`config.mk`:
```
export PLATFORM = sky130hd
export DESIGN_NAME = bsppl_side
export DESIGN_NICKNAME = d
export VERILOG_FILES = /design/src/rtl/core/bsp_point_location_defines.svh /design/src/rtl/core/bsppl_pkg.sv /design/src/rtl/core/bsppl_side.sv
export SDC_FILE = /design/constraint.sdc
export NUM_CORES = 2
export LEC_CHECK = 0
export BUFFER_PORTS_ARGS = -buffer_cell sky130_fd_sc_hd__buf_2
export CAP_MARGIN = 20
export CORE_MARGIN = 5
export CORE_UTILIZATION = 60
export CTS_BUF_LIST = sky130_fd_sc_hd__clkbuf_2 sky130_fd_sc_hd__clkbuf_4 sky130_fd_sc_hd__clkbuf_8
export DETAILED_ROUTE_END_ITERATION = 10
export HOLD_SLACK_MARGIN = 0.06
export PLACE_DENSITY = 0.92
export SYNTH_ARGS = -nofsm -noshare
export SYNTH_HDL_FRONTEND = slang
export SYNTH_SLANG_ARGS = --single-unit
export TNS_END_PERCENT = 100
```
`constraint.sdc`:
```
create_clock -name clk -period 11.4 [get_ports clk]
set_clock_uncertainty 0.05 [all_clocks]
set_input_delay 2.28 -clock clk [delete_from_list [all_inputs] [get_ports clk]]
set_output_delay 2.28 -clock clk [all_outputs]
set_load 0.1 [all_outputs]
```
`src/rtl/core/bsp_point_location_defines.svh`:
```
// Assertion macros for the BSP point location block.
`ifndef BSP_POINT_LOCATION_DEFINES_SVH
`define BSP_POINT_LOCATION_DEFINES_SVH

`ifndef SYNTH
`define BSPPL_ASSERT_IMP(label, ante, cons) \
	label: assert property (@(posedge clk) disable iff (!arst_n) (ante) |-> (cons)) \
		else $error("bsppl check failed");
`define BSPPL_ASSERT_NXT(label, ante, cons) \
	label: assert property (@(posedge clk) disable iff (!arst_n) (ante) |=> (cons)) \
		else $error("bsppl check failed");
`else
`define BSPPL_ASSERT_IMP(label, ante, cons)
`define BSPPL_ASSERT_NXT(label, ante, cons)
`endif

`endif

```
`src/rtl/core/bsppl_pkg.sv`:
```
// Shared types and constants for the BSP point location block.
`default_nettype none

package bsppl_pkg;

	localparam int NODES_DEFAULT = 4096;

	localparam logic CMD_WRITE  = 1'b0;
	localparam logic CMD_LOCATE = 1'b1;

	localparam logic REG_NODE_COUNT = 1'b0;

	localparam int COORD_W = 16;
	localparam int CHILD_W = 16;
	localparam int SUB_W   = 15;
	localparam int COUNT_W = 13;

	typedef struct packed {
		logic signed [COORD_W-1:0] x;
		logic signed [COORD_W-1:0] y;
		logic signed [COORD_W-1:0] dx;
		logic signed [COORD_W-1:0] dy;
		logic [CHILD_W-1:0]        child_front;
		logic [CHILD_W-1:0]        child_back;
	} node_t;

	typedef struct packed {
		logic                      use_fast;
		logic                      fast_side;
		logic signed [31:0]        left;
		logic signed [31:0]        right;
		logic [CHILD_W-1:0]        child_front;
		logic [CHILD_W-1:0]        child_back;
	} side_res_t;

	typedef enum logic [1:0] {
		S_IDLE,
		S_TEST,
		S_PICK,
		S_EMIT
	} state_t;

endpackage

`default_nettype wire

```
`src/rtl/core/bsppl_side.sv`:
```
// Partition side test: special cases, sign shortcut and cross products, one register stage.
`default_nettype none

module bsppl_side (
	input  wire logic                    clk,
	input  wire bsppl_pkg::node_t        node,
	input  wire logic signed [15:0]      qx,
	input  wire logic signed [15:0]      qy,
	output bsppl_pkg::side_res_t         res_s2
);

	logic signed [15:0] ex;
	logic signed [15:0] ey;
	logic               sgn;
	logic               use_fast;
	logic               fast_side;

	always_comb begin
		ex  = qx - node.x;
		ey  = qy - node.y;
		sgn = node.dy[15] ^ node.dx[15] ^ ex[15] ^ ey[15];
		priority if (node.dx == '0) begin
			use_fast  = 1'b1;
			fast_side = (qx <= node.x) ? (node.dy > 16'sd0) : (node.dy < 16'sd0);
		end else if (node.dy == '0) begin
			use_fast  = 1'b1;
			fast_side = (qy <= node.y) ? (node.dx < 16'sd0) : (node.dx > 16'sd0);
		end else if (sgn) begin
			use_fast  = 1'b1;
			fast_side = node.dy[15] ^ ex[15];
		end else begin
			use_fast  = 1'b0;
			fast_side = 1'b0;
		end
	end

	always_ff @(posedge clk) begin
		res_s2.use_fast    <= use_fast;
		res_s2.fast_side   <= fast_side;
		res_s2.left        <= 32'(node.dy) * 32'(ex);
		res_s2.right       <= 32'(ey) * 32'(node.dx);
		res_s2.child_front <= node.child_front;
		res_s2.child_back  <= node.child_back;
	end

endmodule

`default_nettype wire

```
==> run metrics <==
clock sinks 98; CTS tree done; Post-Synth XOR/XNOR Area 0.0397; Final setup viols 0; CTS Buf Count 9; Seq/Total Area, Yosys 0.0849; clock root buffer clkbuf_8; Compound-Gate Fraction of Synth Area 0.0560; Worst EP arrival 10.47 ns; Die ar. 42600 um^2; Synth-to-Final Area Change 8.48%; GRT Util Overall 0.294; Tmin final approximately 10 ns; FMAX 0.0987 GHz; Placed Cells incl. Taps around 3.2k; Die Wd 206 um; post-synthesis cell area 23100 um^2; EDFF count, synth 0; CTS H-tree lvls 3; placer congestion estimate approximately 0.93; main combinational cell family by area after synthesis adder cells; critical-path maximum fanout 6; post-route ant nets 0; DR iter-0 viols around 1.5k; Tcrit/Tclk final 0.889; hold_buf cts 0; Biggest register res_s2; critical path capture point type register; number of max-cap violations 0; slew margin rel. 0.297; routed len/inst approximately 18 um; worst hold path class input port to register; most frequent CP cell fa_1; syn_area_per_cell a little over 9 um^2; Final nets 3541; Critical Path Slowest Stage Cell xor2_1; number of synthesized register bits 98; total congestion overflow 0; Hold Startpoint node[9]; Syn Nets 3350; mux share of post-synthesis cell area 0.000920; Post-Synthesis Cells 2497; Cell variety after synth 61; Detailed Route WL 59.3 mm; Final Max Slew Viols 0; status completed; first drt pass iteration count 8; DRC 0; maximum root-to-sink buffer count 2; die height ~210 um; slowest stage delay, CP between 0.5 and 0.6 ns; global-route wire length before repair between 90 and 100 mm; Synth area leaders fa_1 46%, ha_1 11%, inv_1 11%; Worst Max-Slew Pin Slew about 1.0 ns; top flop regs res_s2: 98 flops; critical path class input port to register; Sum Neg Setup Slack 0 ns; post-route insts no fill 3213; post_cts resized 0; FFs w/ async S/R, synth 0; Simple-Gate Fraction of Synth Area 0.138; Post-CTS Setup Bufs 0; clk slew on worst S/H paths roughly 0.11 ns; RSZ-0062 raised after global routing no; synth warn 0; post-detail-place hpwl 49.0 mm; Starting Density 0.602; critical path startpoint qy[0]; largest net degree at the start of global routing 21; Final Hold Fails 0; Largest register FFs between 90 and 100; count leader, synth inv_1; Via density approximately 5.6; row cnt 72; I/O Pins ~230; ys flop type dfxtp_1; core area between 30000 and 40000 um^2; vias in the first global route 20.7k; post-synth top area cell fa_1; Vias approximately 18k; most frequent cells after synthesis 649 x inv_1, 526 x fa_1, 313 x nand2_1; area share of the largest cell type after synthesis 0.455; fill count 2780; PortBufs between 200 and 250; Post-Synth Adder-Cell Area 0.563; Crit path required time between 10 and 15 ns; share of layout cells above drive strength 1 0.110; initial antenna violation count 3; Startpoint Class input port
cells by family after synthesis:
family / after synthesis
flip-flops: 98
buffers and inverters: 723
XOR/XNOR: 104
multiplexers: 2
AO/OA/AOI/OAI: 184
adder cells (fa/ha/maj): 724
AND/OR/NAND/NOR: 662
metal layers:
metal,GRT usage,share of wire,up-vias
met4,0.190,0.073,4
met5,0,0.00037,-
li1,-,-,7725
met3,0.0653,0.093,329
met1,0.326,0.33,8900
met2,0.508,0.50,996
layout by cell type (no fill, tap or decap), types with 10 or more instances in the layout:
| cell type | n |
|---|---|
| a21oi_1 | 56 |
| buf_2 | 226 |
| inv_1 | 649 |
| xnor2_1 | 70 |
| buf_4 | 28 |
| fa_1 | 526 |
| nor2b_1 | 35 |
| and2_1 | 169 |
| o21ai_0 | 21 |
| dfxtp_1 | 98 |
| o21a_1 | 17 |
| nor2_1 | 61 |
| nand3_1 | 14 |
| a21o_1 | 29 |
| xor2_1 | 29 |
| nor4_1 | 11 |
| or2_2 | 10 |
| nand2b_1 | 19 |
| nand2_1 | 313 |
| ha_1 | 198 |
path summary, 6_finish.rpt:
path,end,slack (ns),depth (start not counted)
max,res_s2[61]$_DFF_P_,1.27,30
min,res_s2[9]$_DFF_P_,1.87,1
through the flow:
step,area (um^2),worst slack [ns],hold WS [ns],utilization
floorplan,23100,1.60,2.26,-
global placement,24900,1.23,2.33,0.648
detailed placement,24900,0.807,2.33,0.648
CTS,25100,1.31,1.83,0.653
global route,25100,0.855,1.84,0.653
finish,25100,1.27,1.87,0.653
worst max-delay path: cells and delay by family:
| family | cells | cell delay (ns) |
|---|---|---|
| compound gates | 12 | 2.98 |
| buf+inv | 6 | 0.37 |
| fa+ha+maj | 9 | 3.95 |
| simple gates | 1 | 0.18 |
| xor+xnor | 2 | 0.71 |
area by class of cell:
cell class / instances / area, um^2 / area share
Multi-Input combinational cell: 1676 / 18500 / 0.737
Inverter: 649 / 2440 / 0.0971
Sequential cell: 98 / 1960 / 0.0782
Timing Repair Buffer: 254 / 1340 / 0.0535
Tap cell: 518 / 648 / 0.0258
Clock buffer: 9 / 124 / 0.00494
Clock inverter: 7 / 90.1 / 0.00359
Antenna cell: 2 / 5.00 / 0.000200
Power is left out: the tool's default activity adds up to more than one toggle a clock period on the data nets, which glitch-free logic cannot reach.
